`src/rtl/hsd_ram.sv`:
```
module hsd_ram #(
	parameter int WIDTH = 8,
	parameter int DEPTH = 256
) (
	input  logic                     clk,
	input  logic                     we,
	input  logic [$clog2(DEPTH)-1:0] waddr,
	input  logic [WIDTH-1:0]         wdata,
	input  logic                     re,
	input  logic [$clog2(DEPTH)-1:0] raddr,
	output logic [WIDTH-1:0]         rdata
);

	logic [WIDTH-1:0] mem [DEPTH];

	// Write port, registered read port that holds when not enabled
	always_ff @(posedge clk) begin
		if (we) begin
			mem[waddr] <= wdata;
		end
		if (re) begin
			rdata <= mem[raddr];
		end
	end

endmodule

```
`config.mk`:
```
export PLATFORM = sky130hd
export DESIGN_NAME = hsd_ram
export DESIGN_NICKNAME = d
export VERILOG_FILES = /design/src/rtl/hsd_ram.sv
export SDC_FILE = /design/constraint.sdc
export NUM_CORES = 2
export LEC_CHECK = 0
export BUFFER_PORTS_ARGS = -buffer_cell sky130_fd_sc_hd__buf_2
export CAP_MARGIN = 5
export CORE_MARGIN = 2
export CORE_UTILIZATION = 68
export CTS_CLUSTER_SIZE = 20
export DETAILED_ROUTE_END_ITERATION = 8
export GPL_ROUTABILITY_DRIVEN = 1
export HOLD_SLACK_MARGIN = 0.02
export PLACE_DENSITY = 0.85
export SYNTH_ARGS = -nofsm -noshare
export SYNTH_HDL_FRONTEND = slang
export SYNTH_SLANG_ARGS = --single-unit
```
`constraint.sdc`:
```
create_clock -name clk -period 6.3 [get_ports clk]
set_input_delay 0.63 -clock clk [delete_from_list [all_inputs] [get_ports clk]]
set_output_delay 0.63 -clock clk [all_outputs]
set_load 0.05 [all_outputs]
```
; Word-level counts from Yosys, hierarchy flattened
; Memory sizes are Yosys's and may differ from the RTL's. A register that Yosys moved wholly into a read port is not among the register bits.
; Cells that the tools add are included.
[word_totals]
ff_bits = 0
latch_bits = 0
mem_bits_rw = 2048
mem_bits_ro = 0
in_bits = 27
out_inout_bits = 8
word_cells = 3
n_memories = 1
[memory_table]
columns = name, depth, word_bits, rd, rd_clocked_by_memory_dff, wr, line_no
row1 = mem, 256, 8, 1, 1, 1, 14  ; logic [WIDTH-1:0] mem [DEPTH];
[classes]
addsub = 0
multipliers = 0
div = 0
order_cmp = 0
n_eq_ne = 0
shifts = 0
mux = 2
bitwise = 0
reduce_logical = 0
[ops]
columns = cell, n
row1 = 2-to-1 mux 1 bit, 2

; Depth between registers and ports, before layout
[logic_depth]
ltp_word = 2
mapped_depth = 11
depth_no_buf = 6

; Least setup slack after synthesis
; Ideal clock, no wire load.
[synth_timing]
path_type = input to register
start = input port raddr[0]
end = register rdata[2], read port of mem, data pin
setup_time_ps = 269
arrival_ps = 2437
required_time_ps = 6031
slack_ps = 3594
path_stages = 9
n_path_buf = 4
path_cell_list = buf_6 > buf_12 > buf_8 > buf_2 > mux4_2 > a22oi_1 > a21oi_1 > nor4_1 > nor4_2
[synth_lines]
columns = item, line_no
row1 = from (decl), 10  ; input logic [$clog2(DEPTH)-1:0] raddr,
row2 = to (decl), 11  ; output logic [WIDTH-1:0] rdata

==> impl_metrics.yaml <==
finish:
  final-instance-count-excl-fill: 5484
  nets: 3831
  syn2layout_area_growth_pct: 9.460
  final_layout_size_suffix_gt1_share_pct: 21.34
  fin_area_um2: 87170
timing:
  rsz0062_at_grt: "false"
  tns_ns: 0
  fin_crit_sh_pct: 64.98
  setup_viol: 0
  drv_slew: 2
  clock_skew_ns: 0.05289
  fmax_mhz: 244.3
  hold_viol: 0
  tightest_slew_ns: 1.620
  post-route-min-period_ns: 4.094
  slew_headroom_pct: -9.022
logic_synthesis:
  synth.distinct_cells: 54
  synth_seq_area_share_pct: 77.53
  synth_edf_count: 2056
  ys.flop_type: "edfxtp_1"
  syn_inst: 3733
  synthArstFlopShare_pct: 0
  ys_warn_count: 0
  ys_seq_elements: 2056
  syn_area_um2: 79640
  synth.net_count: 3760
  syn_area_per_cell_um2: 21.33
detailed_routing:
  drtPass1Iterations: 8
  viasPerCell: 7.759
  via_count: 42550
  postRouteWirelength_mm: 219.3
  drc_errors: 0
  drtIter0Drc: 8789
  antenna_left: 0
  routedWlPerCell_um: 39.98
global_route:
  grt_first_pass_wirelength_mm: 314.7
  overflow: 0
  grt_util_all_layers_pct: 37.25
  grt_max_degree: 148
  grt_pass1_vias: 42890
  antenna_found_initial: 10
worst_setup_path:
  ff2ff_path_depth: 6
  path_class: "primary input to flip-flop"
  regToRegStartpoint: "mem[27][5]"
  crit_path_start_kind: "primary input"
  rr_endpoint: "rdata[5]"
  cp_max_fo: 65
  worstPathArrival_ns: 4.62
  crit_slowest_cell: "nor4_1"
  worstPathCellList: "buf_8 > buf_12 > buf_12 > mux4_2 > mux4_2 > nor2b_1 > nor4_1 > nor4_1"
  endpoint_kind: "flip-flop"
  rrSetupSlack_ns: 2.84
  slowest_delay_ns: 1.09
  crit_required_ns: 6.82
power:
  power.total_mw: 27.89
  power_density_nw_per_um2: 320.0
  peakVddDrop_mv: 0.3401
  leakage_nw: 26.79
floorplan:
  die_area_um2: 119900
  rows: 125
  core_um2: 116200
  dieHeight_um: 346.2
  ios: 35
  start_util_pct: 68.53
  fp.dieW_um: 346.2
cts:
  postCtsSetupRepairBufs: 0
  cts_tree: "yes"
  cts_sinks: 2056
  ctsHoldBuffers: 0
  cts_root_buf: "clkbuf_16"
  htreeDepth: 4
  cts_resized: 0
  numCtsBuffers: 191
  insertion_delay_ns: 0.83
  cts.reportedPaths.clkPinSlew_ns: 0.06
  clockBufferDepth: 3
run_status:
  outcome: "complete, but fails checks"
  violations: "capacitance limit, slew limit"
place:
  portBuffers: 34
  dp.cells: 5133
  dpl_cell_area_um2: 81170
  dp_hpwl_mm: 116.3
  gp_congestion: 0.8749
hold_path:
  hold_end: "rdata[4]"
  worstHoldPathCells: 1
  holdCritPathClass: "primary input to flip-flop"
  hp-start: "re"
run:
  cap_violations: 1
## metrics by stage
stage | utilization [%] | worst slack [ns] | hold slack (ns)
3_5_place_dp | 69.85 | 1.622 | 1.038
2_1_floorplan | - | 3.594 | 0.7289
3_3_place_gp | 69.85 | 1.601 | 1.028
4_1_cts | 74.97 | 2.344 | 0.1844
5_1_grt | 74.99 | 2.228 | 0.2235
6_report | 75.01 | 2.206 | 0.2373
## area by class of cell
cell class	instances	area [um2]
Sequential cell	2056	61740
Fill cell	5444	29040
Multi-Input combinational cell	1442	16510
Clock buffer	237	5037
Tap cell	1524	1907
Timing Repair Buffer	111	1036
Clock inverter	102	907.1
Antenna cell	10	25.02
Inverter	2	7.507
## cells by family after synthesis
family | Yosys count | synth area share (%)
compound gates | 385 | 3.416
buf+inv | 235 | 1.829
mux | 591 | 14.60
flops | 2056 | 77.53
simple gates | 466 | 2.625
## how the worst max path moves through the flow
stage	from	to	slack, ns	cells after the start
2_1_floorplan	raddr[0]	rdata[2]	3.59	9
3_3_place_gp	raddr[0]	rdata[0]	1.60	7
3_5_place_dp	raddr[0]	rdata[0]	1.62	7
4_1_cts	raddr[0]	rdata[0]	2.34	7
5_1_grt	raddr[0]	rdata[4]	2.23	8
6_report	raddr[0]	rdata[4]	2.21	8
## routing by layer
metal | global-route usage (%) | vias to the layer above | routed length [um]
met5 | 0 | - | 85
met4 | 20.26 | 14 | 14690
met3 | 11.21 | 980 | 32480
met2 | 57.14 | 4511 | 103700
met1 | 48.88 | 21220 | 68290
li1 | - | 15830 | -
## report_power, final
group          internal [mW]  switching [mW]
Combinational          0.437           0.976
Sequential              15.1          0.0197
Clock                   6.20            5.17
## synthesized netlist by cell type, drive strengths merged (2+ instances only)
| master | number | area [um2] |
|---|---|---|
| a22o | 8 | 70.07 |
| a221oi | 14 | 128.9 |
| a31oi | 2 | 12.51 |
| nor2b | 31 | 193.9 |
| o22ai | 28 | 175.2 |
| nor3 | 22 | 110.1 |
| a22oi | 133 | 998.5 |
| a2111oi | 5 | 52.55 |
| o32ai | 5 | 51.30 |
| or2 | 4 | 25.02 |
| nand3b | 2 | 15.01 |
| mux2i | 134 | 1341 |
| nor2 | 282 | 1059 |
| nor4 | 27 | 187.7 |
| a311oi | 2 | 17.52 |
| a21oi | 96 | 480.5 |
| o221ai | 47 | 417.9 |
| o211ai | 10 | 75.07 |
| and2 | 6 | 37.54 |
| a211oi | 16 | 120.1 |
| buf | 122 | 1032 |
| o21ai | 12 | 60.06 |
| nand2 | 33 | 123.9 |
| nand2b | 8 | 50.05 |
| mux4 | 456 | 10280 |
| o22a | 5 | 43.79 |
| nand3 | 34 | 170.2 |
| edfxtp | 2056 | 61740 |
| nand4 | 10 | 62.56 |
| and3b | 2 | 17.52 |
| clkbuf | 111 | 416.7 |
## flip-flops by register name (all words and copies together) (netlist names)
name,count
mem,2048
rdata,8
## critical path: cells and delay by family
family / cells / cell delay, ns
simple gates: 3 / 1.51
buf+inv: 3 / 1.14
mux: 2 / 1.05
## cells in the final DEF, fill, tap and decap left out, drive strengths merged, types with 2 or more instances in the layout
cell / netlist / final
a2111oi: 5 / 5
edfxtp: 2056 / 2056
and2: 6 / 6
a211oi: 16 / 16
nor2: 282 / 282
a221oi: 14 / 14
nand2b: 8 / 8
nand4: 10 / 10
nand3b: 2 / 2
a31oi: 2 / 2
o221ai: 47 / 47
o32ai: 5 / 5
diode: 0 / 10
nand3: 34 / 34
nor2b: 31 / 31
mux4: 456 / 456
or2: 4 / 4
mux2i: 134 / 134
a311oi: 2 / 2
bufinv: 0 / 13
and3b: 2 / 2
clkinv: 1 / 78
a22o: 8 / 8
a22oi: 133 / 133
o21ai: 12 / 12
o22a: 5 / 5
nand2: 33 / 33
o22ai: 28 / 28
o211ai: 10 / 10
buf: 122 / 102
clkbuf: 111 / 246
nor3: 22 / 22
inv: 1 / 8
clkinvlp: 0 / 5
a21oi: 96 / 96
nor4: 27 / 27
Power figures use the tool's default switching activity.
