[src/rtl/hsd_pkg.sv]
package hsd_pkg;

	localparam int NODE_DEPTH = 511;
	localparam int NODE_AW    = 9;
	localparam int LINK_W     = 27;
	localparam int NWT_W      = 40;
	localparam int NODE_W     = LINK_W + NWT_W;
	localparam int SYM_DEPTH  = 256;
	localparam int SYM_AW     = 8;
	localparam int WT_W       = 32;
	localparam int LEAF_BIT   = 26;

	typedef enum logic [5:0] {
		PH_COUNT  = 6'b000001,
		PH_SYM    = 6'b000010,
		PH_WEIGHT = 6'b000100,
		PH_PAD    = 6'b001000,
		PH_LEN    = 6'b010000,
		PH_BODY   = 6'b100000
	} phase_t;

	typedef enum logic [10:0] {
		ST_IDLE   = 11'b00000000001,
		ST_LEAF   = 11'b00000000010,
		ST_MCHK   = 11'b00000000100,
		ST_SCAN   = 11'b00000001000,
		ST_MERGE  = 11'b00000010000,
		ST_KILLA  = 11'b00000100000,
		ST_KILLB  = 11'b00001000000,
		ST_ROOT   = 11'b00010000000,
		ST_ROOTD  = 11'b00100000000,
		ST_BIT_RD = 11'b01000000000,
		ST_BIT_EV = 11'b10000000000
	} state_t;

	// Request from the tree walker to the output stage
	typedef struct packed {
		logic       push;
		logic       flush;
		logic [7:0] sym;
	} emit_t;

endpackage

[src/rtl/hsd_out_stage.sv]
module hsd_out_stage (
	input  logic          clk,
	input  logic          arst_n,
	input  hsd_pkg::emit_t emit,
	output logic          room,
	output logic          m_tvalid,
	input  logic          m_tready,
	output logic [7:0]    m_tdata,  // decoded_byte
	output logic          m_tlast   // last_of_run
);
	import hsd_pkg::*;

	logic       pend_v_q;
	logic [7:0] pend_q;
	logic       out_v_q;
	logic [7:0] out_q;
	logic       last_q;

	// One symbol waits in the pending slot until its successor or the byte end shows its tlast
	assign room = !pend_v_q || !out_v_q || m_tready;

	always_ff @(posedge clk or negedge arst_n) begin
		if (!arst_n) begin
			pend_v_q <= 1'b0;
			out_v_q  <= 1'b0;
		end else begin
			if (out_v_q && m_tready) begin
				out_v_q <= 1'b0;
			end
			if (emit.push && room) begin
				if (pend_v_q) begin
					out_v_q <= 1'b1;
					out_q   <= pend_q;
					last_q  <= 1'b0;
				end
				pend_q   <= emit.sym;
				pend_v_q <= 1'b1;
			end else if (emit.flush && room && pend_v_q) begin
				out_v_q  <= 1'b1;
				out_q    <= pend_q;
				last_q   <= 1'b1;
				pend_v_q <= 1'b0;
			end
		end
	end

	assign m_tvalid = out_v_q;
	assign m_tdata  = out_q;
	assign m_tlast  = last_q;

endmodule

[config.mk]
export PLATFORM = sky130hd
export DESIGN_NAME = hsd_out_stage
export DESIGN_NICKNAME = d
export VERILOG_FILES = /design/src/rtl/hsd_pkg.sv /design/src/rtl/hsd_out_stage.sv
export SDC_FILE = /design/constraint.sdc
export NUM_CORES = 1
export LEC_CHECK = 0
export BUFFER_PORTS_ARGS = -buffer_cell sky130_fd_sc_hd__buf_2
export CORE_UTILIZATION = 45
export CTS_CLUSTER_SIZE = 20
export DETAILED_ROUTE_END_ITERATION = 10
export PLACE_DENSITY = 0.82
export SETUP_SLACK_MARGIN = 0.02
export SLEW_MARGIN = 30
export SYNTH_ARGS = -nofsm -noshare
export SYNTH_HDL_FRONTEND = slang
export SYNTH_SLANG_ARGS = --single-unit
export TNS_END_PERCENT = 100
[constraint.sdc]
create_clock -name clk -period 2.25 [get_ports clk]
set_input_delay 0.225 -clock clk [delete_from_list [all_inputs] [get_ports clk]]
set_output_delay 0.225 -clock clk [all_outputs]
set_load 0.02 [all_outputs]
## Word-level counts from Yosys, hierarchy flattened

Cells that the tools add are included.

- Flip-flop bits (word level): 19
- Output and inout port bits: 11
- Input port bits: 13

- Equal/unequal tests: 1
- Multiplexer cells: 12
- Reductions and logical operators: 11

Operators by type and width:

| cell | count |
|---|---|
| 2-to-1 mux 8 bit | 3 |
| 2-to-1 mux 1 bit | 9 |
| logical AND 1 bit | 4 |
| AND reduction 3 bit | 1 |
| logical NOT 1 bit | 2 |
| logical OR 1 bit | 2 |
| inequality test 2 bit, second input constant | 1 |
| AND reduction 2 bit | 1 |
| nonzero test 2 bit | 1 |

## Logic depth before layout (Yosys ltp)

Gate-level depths: netlist of run 1.

- Word-level depth: 7
- Depth in mapped cells: 2

## Least setup slack after synthesis of run 1

OpenSTA, ideal clock, no wires.

- Path type: register to register
- From: reg out_v_q, in the netlist m_tvalid
- To: reg out_q[0], in the netlist m_tdata[0], enable pin
- Path slack: 847 ps
- Cell stages (with the launch flop): 3
- Buffers on the path: 0
- Arrival: 1029 ps
- Clock period less this slack: 1403 ps
- Required time: 1876 ps
- Setup time: 374 ps
- Cells stage by stage: dfrtp_1 nand2b_1 nor3b_2

- Word-level cells in the longest chain between the ends: 7
- Elaborated cells on any way between the ends: 9
- Classes of those cells: 1 x eq/ne; 8 x reduce/logical

RTL lines:

| item | RTL line | RTL |
|---|---|---|
| from (decl) | hsd_out_stage.sv:15 | `logic out_v_q;` |
| from (signal assigned) | hsd_out_stage.sv:25 | `out_v_q <= 1'b0;` |
| from (signal assigned) | hsd_out_stage.sv:28 | `out_v_q <= 1'b0;` |
| from (signal assigned) | hsd_out_stage.sv:32 | `out_v_q <= 1'b1;` |
| logical NOT 1 bit * | hsd_out_stage.sv:20 | `assign room = !pend_v_q \|\| !out_v_q \|\| m_tready;` |
| logical OR 1 bit * (2 in a row) | hsd_out_stage.sv:20 |  |
| logical AND 1 bit (2 in a row) | hsd_out_stage.sv:38 | `end else if (emit.flush && room && pend_v_q) begin` |
| nonzero test 2 bit (no line) | -- |  |
| AND reduction 3 bit (no line) * | -- |  |
| to (signal assigned) | hsd_out_stage.sv:33 | `out_q <= pend_q;` |
| to (signal assigned) | hsd_out_stage.sv:40 | `out_q <= pend_q;` |
| to (decl) | hsd_out_stage.sv:16 | `logic [7:0] out_q;` |

Every way passes the cells marked *; elsewhere a longest branch is shown, timed or not.
A chain may end at the register's enable or synchronous reset.

## Final worst setup path of run 1

- From: in arst_n
- To: reg out_q[5], in the netlist m_tdata[5], enable pin

- Word-level cells in the longest chain between the ends: 1

RTL lines:

| item | RTL line | RTL |
|---|---|---|
| from (decl) | hsd_out_stage.sv:3 | `input logic arst_n,` |
| AND reduction 3 bit (no line) | -- |  |

Every way passes these cells.

==> impl_metrics.prom, run 1 <==
# TYPE chip_impl_metric gauge
chip_impl_metric{name="final-max-slew-violation-count",unit=""} 0
chip_impl_metric{name="ant_nets",unit=""} 0
chip_impl_metric{name="critical_path.max_stage_delay",unit="ps"} 550
chip_impl_metric{name="clock_tree.htree_level_count",unit=""} 1
chip_impl_info{name="worstHoldPathType",value="in2reg"} 1
chip_impl_metric{name="clk_pin_slew",unit="ps"} 100
chip_impl_info{name="layout_commonest_cell",value="sky130_fd_sc_hd__buf_2"} 1
chip_impl_metric{name="tritoncts_num_sinks",unit=""} 19
chip_impl_metric{name="cts_setup_buffers",unit=""} 0
chip_impl_metric{name="fmaxAchievable",unit="GHz"} 0.642
chip_impl_metric{name="fin_tns_setup",unit="ps"} 0
chip_impl_metric{name="avgSynthCellArea",unit="um2"} 20.8
chip_impl_metric{name="worstPathMaxFanout",unit=""} 9
chip_impl_metric{name="fin_nets",unit=""} 72
chip_impl_metric{name="gpl.final_weighted_congestion",unit=""} 0.794
chip_impl_metric{name="ys_ff_latch",unit=""} 19
chip_impl_metric{name="area_growth",unit="%"} 27.3
chip_impl_metric{name="finalHoldWorstSlack",unit="ps"} 109
chip_impl_metric{name="first_global_vias",unit=""} 328
chip_impl_metric{name="cts_resized",unit=""} 0
chip_impl_metric{name="crit_arrival",unit="ps"} 1480
chip_impl_metric{name="route.detailed.drc",unit=""} 0
chip_impl_metric{name="drive_gt1_share",unit="%"} 46.6
chip_impl_metric{name="vias_per_cell",unit=""} 4.82
chip_impl_metric{name="fp.dieW",unit="um"} 39.2
chip_impl_metric{name="largest_voltage_drop_on_the_vdd_net",unit="mV"} 0.464
chip_impl_metric{name="grt_start_max_net_pins",unit=""} 11
chip_impl_metric{name="post_synth_inst_count",unit=""} 30
chip_impl_metric{name="clk_latency_worst_skew_pair",unit="ps"} 280
chip_impl_info{name="path_cells",value="dlygate4sd3_1, buf_2, inv_1, nor3b_2"} 1
chip_impl_info{name="combinational_family_with_the_most_area_after_synthesis",value="simple AND/OR/NAND/NOR gates"} 1
chip_impl_metric{name="yosysWarnings",unit=""} 0
chip_impl_info{name="worstSetupPathType",value="in2reg"} 1
chip_impl_metric{name="firstDrtPassIters",unit=""} 4
chip_impl_metric{name="floorplan.core_area",unit="um2"} 1300
chip_impl_metric{name="synth.area.mux_share",unit="%"} 0
chip_impl_metric{name="period_minus_slack",unit="ps"} 1560
chip_impl_metric{name="instances_no_fill",unit=""} 73
chip_impl_info{name="outcome",value="finished, final reports clean"} 1
chip_impl_metric{name="max_cap_violations",unit=""} 0
chip_impl_metric{name="synth.net_count",unit=""} 43
chip_impl_metric{name="cts-buffers-inserted",unit=""} 3
chip_impl_metric{name="drt-wirelength-per-cell",unit="um"} 11.8
chip_impl_metric{name="ctsLongestPathBuffers",unit=""} 2
chip_impl_info{name="synth.top_cells.by_area",value="sky130_fd_sc_hd__edfxtp_1 82%, sky130_fd_sc_hd__dfrtp_1 8.0%, sky130_fd_sc_hd__nor3b_2 2.0%, sky130_fd_sc_hd__inv_1 1.2%, sky130_fd_sc_hd__nand2_1 1.2%"} 1
chip_impl_info{name="clk_root_buffer_cell",value="sky130_fd_sc_hd__clkbuf_4"} 1
chip_impl_metric{name="port_buffers",unit=""} 23
chip_impl_metric{name="ioPinCount",unit=""} 24
chip_impl_metric{name="dr_iter_0_viols",unit=""} 8
chip_impl_metric{name="grt_overflow",unit=""} 0
chip_impl_metric{name="count_of_endpoints_failing_hold_in_the_final_timing_report",unit=""} 0
chip_impl_info{name="cp_slowest_cell",value="sky130_fd_sc_hd__nor3b_2"} 1
chip_impl_metric{name="final.period_utilization",unit="%"} 69.2
chip_impl_metric{name="worst_slack",unit="ps"} 692
chip_impl_info{name="cts_tree",value="done"} 1
chip_impl_metric{name="area_fraction_in_and_or_nand_and_nor_cells_after_synthesis",unit="%"} 7.03
chip_impl_metric{name="post_synth_instance_area",unit="um2"} 623
chip_impl_info{name="rsz0062_at_grt",value="false"} 1
chip_impl_metric{name="antenna_found_initial",unit=""} 0
chip_impl_metric{name="synth_adder_area_share",unit="%"} 0
chip_impl_metric{name="proportion_of_netlist_area_held_by_the_largest_area_contributor",unit="%"} 81.9
chip_impl_metric{name="die_height",unit="um"} 39.2
chip_impl_info{name="timing.critical_path.max_delay_family",value="buffers and inverters"} 1
chip_impl_info{name="grt-busiest-layer",value="met2"} 1
chip_impl_metric{name="via_count",unit=""} 352
chip_impl_metric{name="floorplan.rows",unit=""} 13
chip_impl_metric{name="maxSlewHeadroom",unit="%"} 57.3
chip_impl_metric{name="grt_pass1_wl",unit="mm"} 1.30
chip_impl_metric{name="worstPathBufferInverterCount",unit=""} 3
chip_impl_metric{name="synth_compound_gate_area_share",unit="%"} 1.81
chip_impl_metric{name="grt_util_met2",unit="%"} 22.1
chip_impl_metric{name="leakagePower",unit="nW"} 0.321
chip_impl_metric{name="n_antenna_cell",unit=""} 0
chip_impl_metric{name="starting_density_of_the_core",unit="%"} 47.9
chip_impl_metric{name="gr-usage-all-layers",unit="%"} 13.8
chip_impl_metric{name="cts.hold.buffers_added",unit=""} 1
chip_impl_metric{name="route.final.wire_length",unit="um"} 863
chip_impl_metric{name="powerDensity",unit="nW/um2"} 801
chip_impl_metric{name="worstPathRequired",unit="ps"} 2180
chip_impl_metric{name="fp.dieArea",unit="um2"} 1540
chip_impl_metric{name="finalSetupViolations",unit=""} 0
chip_impl_metric{name="yosys.area_share.xor_xnor",unit="%"} 0
chip_impl_metric{name="preCtsSetupSlack",unit="ps"} 823
chip_impl_metric{name="grtUsageMet1",unit="%"} 15.2
chip_impl_metric{name="synth_seq_area_share",unit="%"} 90.0
chip_impl_info{name="yosys.area.top_type",value="sky130_fd_sc_hd__edfxtp_1"} 1
chip_impl_metric{name="fin_skew",unit="ps"} 3.51
chip_impl_info{name="element_type_at_the_critical_path_end",value="flop"} 1
chip_impl_info{name="most-common-layout-cells",value="23 x sky130_fd_sc_hd__buf_2, 17 x sky130_fd_sc_hd__edfxtp_1, 3 x sky130_fd_sc_hd__clkbuf_4"} 1
chip_impl_metric{name="placed_instances",unit=""} 68
chip_impl_metric{name="use_met3",unit="%"} 2.31
chip_impl_metric{name="max_slew.worst_pin.slew",unit="ps"} 638
chip_impl_info{name="timing.critical_path.from_type",value="input port"} 1
chip_impl_metric{name="synth.distinct_cells",unit=""} 11
==> flip-flops by register name (all words and copies together), names as in the netlist <==
signal,flops
m_tvalid,1
m_tlast,1
pend_v_q,1
pend_q,8
m_tdata,8
==> per-layer routing <==
metal | share of wire [%] | wire length (um)
met1 | 36 | 314
met2 | 50 | 432
met3 | 8.9 | 77
met4 | 4.4 | 38
met5 | 0 | 0
==> through the flow <==
step / utilization (%) / total power [mW] / instance area (um2)
6_report: 61.0 / 0.636 / 793
4_1_cts: 61.0 / 0.645 / 793
3_3_place_gp: 58.2 / 0.480 / 757
2_1_floorplan: - / 0.455 / 623
5_1_grt: 61.0 / 0.660 / 793
3_5_place_dp: 58.2 / 0.483 / 757
==> final timing paths <==
kind                       cells past startpoint      start    endpoint  slack (ps)
min reg2reg                                    0  pend_q[4]  m_tdata[4]         430
min                                            1    emit[6]   pend_q[6]         110
min in group asynchronous                      2     arst_n    pend_v_q         260
max                                            4     arst_n  m_tdata[5]         690
max in group asynchronous                      2     arst_n    m_tvalid        1890
max reg2reg                                    2   m_tvalid  m_tdata[5]         830
==> cell usage after synthesis <==
| cell type | number |
|---|---|
| sky130_fd_sc_hd__o21ai_1 | 1 |
| sky130_fd_sc_hd__and3_1 | 1 |
| sky130_fd_sc_hd__nor2_1 | 1 |
| sky130_fd_sc_hd__a31oi_1 | 1 |
| sky130_fd_sc_hd__nand2_1 | 2 |
| sky130_fd_sc_hd__edfxtp_1 | 17 |
| sky130_fd_sc_hd__nor3b_2 | 1 |
| sky130_fd_sc_hd__dfrtp_1 | 2 |
| sky130_fd_sc_hd__nand2b_1 | 1 |
| sky130_fd_sc_hd__inv_1 | 2 |
| sky130_fd_sc_hd__nand3b_1 | 1 |
==> worst register-to-register path, cell delays in order (launching register included) <==
cell and delay (ps):
sky130_fd_sc_hd__dfrtp_1 410, sky130_fd_sc_hd__nand2b_1 100, sky130_fd_sc_hd__nor3b_2 550
==> logic make-up (layout without fill, tap and decap cells) <==
group,after synthesis,count (layout)
AO/OA/AOI/OAI,2,2
buffers and inverters,2,30
flip-flops,19,19
AND/OR/NAND/NOR,7,7
==> cell type report <==
type	count	area, um2
Sequential cell	19	561
Tap cell	15	18.8
Fill cell	113	508
Multi-Input combinational cell	9	55.1
Clock buffer	4	26.3
Timing Repair Buffer	24	125
Inverter	2	7.51
==> power by group <==
group          switching (mW)  internal (mW)
Sequential            0.00668          0.408
Clock                  0.0909         0.0688
Combinational          0.0389         0.0226
No activity file was read; power rests on OpenSTA's default activity.
==> inputs of run 2 (changes only) <==
--- a/config.mk
+++ b/config.mk
@@ -6,10 +6,10 @@
 export NUM_CORES = 1
 export LEC_CHECK = 0
 export BUFFER_PORTS_ARGS = -buffer_cell sky130_fd_sc_hd__buf_2
-export CORE_UTILIZATION = 45
+export CORE_UTILIZATION = 40
 export CTS_CLUSTER_SIZE = 20
 export DETAILED_ROUTE_END_ITERATION = 10
-export PLACE_DENSITY = 0.82
+export PLACE_DENSITY = 0.78
 export SETUP_SLACK_MARGIN = 0.02
 export SLEW_MARGIN = 30
 export SYNTH_ARGS = -nofsm -noshare
==> constraint.sdc (replaced) <==
create_clock -name clk -period 1.3 [get_ports clk]
set_input_delay 0.13 -clock clk [delete_from_list [all_inputs] [get_ports clk]]
set_output_delay 0.13 -clock clk [all_outputs]
set_load 0.02 [all_outputs]
==> impl_metrics.prom, run 2 (synthesis gave the netlist of run 1 again) <==
# TYPE chip_impl_metric gauge
chip_impl_info{name="cts_tree",value="done"} 1
chip_impl_metric{name="fin_skew",unit="ps"} 3.17
chip_impl_metric{name="vias_per_cell",unit=""} 4.85
chip_impl_metric{name="grt_overflow",unit=""} 0
chip_impl_metric{name="dr_iter_0_viols",unit=""} 2
chip_impl_metric{name="place_area",unit="um2"} 790
chip_impl_info{name="cp_slowest_cell",value="sky130_fd_sc_hd__dlygate4sd3_1"} 1
chip_impl_metric{name="worst_slack",unit="ps"} 47.4
chip_impl_info{name="clk_root_buffer_cell",value="sky130_fd_sc_hd__clkbuf_4"} 1
chip_impl_metric{name="critical_path.max_stage_delay",unit="ps"} 520
chip_impl_metric{name="regToRegSetupSlack",unit="ps"} 110
chip_impl_metric{name="gr-usage-all-layers",unit="%"} 12.2
chip_impl_metric{name="drt-wirelength-per-cell",unit="um"} 11.7
chip_impl_metric{name="ctsLongestPathBuffers",unit=""} 2
chip_impl_metric{name="n_antenna_cell",unit=""} 0
chip_impl_metric{name="clk_latency_worst_skew_pair",unit="ps"} 280
chip_impl_metric{name="floorplan.rows",unit=""} 13
chip_impl_info{name="layout_commonest_cell",value="sky130_fd_sc_hd__buf_2"} 1
chip_impl_metric{name="preCtsSetupSlack",unit="ps"} 127
chip_impl_info{name="worstSetupPathType",value="in2reg"} 1
chip_impl_metric{name="final-max-slew-violation-count",unit=""} 0
chip_impl_metric{name="fmaxAchievable",unit="GHz"} 0.798
chip_impl_metric{name="ant_nets",unit=""} 0
chip_impl_metric{name="clock_tree.htree_level_count",unit=""} 1
chip_impl_metric{name="powerDensity",unit="nW/um2"} 1330
chip_impl_metric{name="cts_setup_buffers",unit=""} 0
chip_impl_metric{name="instances_no_fill",unit=""} 75
chip_impl_metric{name="cts_resized",unit=""} 0
chip_impl_info{name="hold_wc_startpoint",value="emit[6]"} 1
chip_impl_metric{name="starting_density_of_the_core",unit="%"} 45.6
chip_impl_metric{name="fin_tns_setup",unit="ps"} 0
chip_impl_metric{name="crit_arrival",unit="ps"} 1260
chip_impl_info{name="cp-startpoint",value="arst_n"} 1
chip_impl_metric{name="finish.instance_area",unit="um2"} 836
chip_impl_metric{name="final.period_utilization",unit="%"} 96.4
chip_impl_metric{name="clk_pin_slew",unit="ps"} 90
chip_impl_metric{name="maxSlewHeadroom",unit="%"} 80.8
chip_impl_metric{name="placed_instances",unit=""} 69
chip_impl_metric{name="firstDrtPassIters",unit=""} 5
chip_impl_info{name="outcome",value="finished, final reports clean"} 1
chip_impl_metric{name="ioPinCount",unit=""} 24
chip_impl_metric{name="max_slew.worst_pin.slew",unit="ps"} 286
chip_impl_metric{name="finalHoldWorstSlack",unit="ps"} 19.4
chip_impl_metric{name="cts-buffers-inserted",unit=""} 3
chip_impl_metric{name="tritoncts_num_sinks",unit=""} 19
chip_impl_info{name="reg2reg_from",value="m_tvalid"} 1
chip_impl_metric{name="gpl.final_weighted_congestion",unit=""} 0.833
chip_impl_metric{name="max_cap_violations",unit=""} 0
chip_impl_info{name="element_type_at_the_critical_path_end",value="flop"} 1
chip_impl_metric{name="via_count",unit=""} 364
chip_impl_metric{name="fp.dieW",unit="um"} 41.5
chip_impl_metric{name="place.detailed.hpwl",unit="um"} 681
chip_impl_metric{name="die_height",unit="um"} 41.5
chip_impl_info{name="rsz0062_at_grt",value="false"} 1
chip_impl_metric{name="fp.dieArea",unit="um2"} 1720
chip_impl_info{name="worstHoldPathType",value="in2reg"} 1
chip_impl_metric{name="first_global_vias",unit=""} 379
chip_impl_metric{name="floorplan.core_area",unit="um2"} 1370
chip_impl_metric{name="count_of_endpoints_failing_hold_in_the_final_timing_report",unit=""} 0
chip_impl_metric{name="grt_start_max_net_pins",unit=""} 11
chip_impl_metric{name="fin_nets",unit=""} 74
chip_impl_metric{name="route.detailed.drc",unit=""} 0
chip_impl_metric{name="grt_pass1_wl",unit="mm"} 1.55
chip_impl_metric{name="port_buffers",unit=""} 23
chip_impl_metric{name="period_minus_slack",unit="ps"} 1250
chip_impl_metric{name="leakagePower",unit="nW"} 0.334
chip_impl_metric{name="drive_gt1_share",unit="%"} 50.0
chip_impl_info{name="path_cells",value="dlygate4sd3_1, buf_2, inv_1, nor3b_4, buf_12"} 1
chip_impl_metric{name="largest_voltage_drop_on_the_vdd_net",unit="mV"} 0.812
chip_impl_metric{name="worstPathRequired",unit="ps"} 1300
chip_impl_metric{name="route.final.wire_length",unit="um"} 876
chip_impl_info{name="timing.critical_path.from_type",value="input port"} 1
chip_impl_metric{name="finalSetupViolations",unit=""} 0
chip_impl_metric{name="antenna_found_initial",unit=""} 0
chip_impl_metric{name="worstPathMaxFanout",unit=""} 9
chip_impl_info{name="most-common-layout-cells",value="23 x sky130_fd_sc_hd__buf_2, 17 x sky130_fd_sc_hd__edfxtp_1, 3 x sky130_fd_sc_hd__clkbuf_4"} 1
chip_impl_metric{name="cts.hold.buffers_added",unit=""} 1
chip_impl_metric{name="area_growth",unit="%"} 34.1
-- run 2: cell types whose count changed in the layout (fill, tap and decap cells not counted), sizes merged --
cell / change
buf: +1
dlygate4sd3: +1
-- run 2: stage by stage --
stage | total power [mW] | util, %
floorplan | 0.794 | -
finish | 1.11 | 61.2
CTS | 1.13 | 60.4
global placement | 0.849 | 57.8
global route | 1.17 | 61.2
detailed placement | 0.855 | 57.8
-- run 2: worst max-delay path, delay by kind of cell --
| kind | cells | cell delay [ps] |
|---|---|---|
| buffers and inverters | 4 | 900 |
| AND/OR/NAND/NOR | 1 | 230 |
-- run 2: path summary, 6_finish.rpt --
check | to | depth (start not counted)
min in group asynchronous | m_tvalid | 2
setup reg to reg | m_tdata[7] | 3
hold / removal | pend_q[6] | 1
max in group asynchronous | m_tvalid | 2
hold reg to reg | m_tdata[4] | 0
setup / recovery | m_tdata[7] | 5
-- run 2: layer usage --
metal  track usage [%]  vias up  part of all wire, %
met2              17.2       28                   47
met1              15.4      161                   40
met3              5.22        2                   11
li1                  -      173                    -
met5                 0        -                    0
met4              7.74        0                  1.7
-- run 2: area by class of cell --
cell class                      count  area, um2
Tap cell                           15       18.8
Clock buffer                        4       26.3
Timing Repair Buffer               26        155
Inverter                            2       7.51
Multi-Input combinational cell      9       66.3
Fill cell                         109        531
Sequential cell                    19        562
-- run 2: power breakdown --
part	total (mW)	internal (mW)	switching (mW)
Combinational	0.127	0.0546	0.0727
Clock	0.270	0.119	0.151
Sequential	0.717	0.706	0.0111
Total	1.11	0.879	0.235
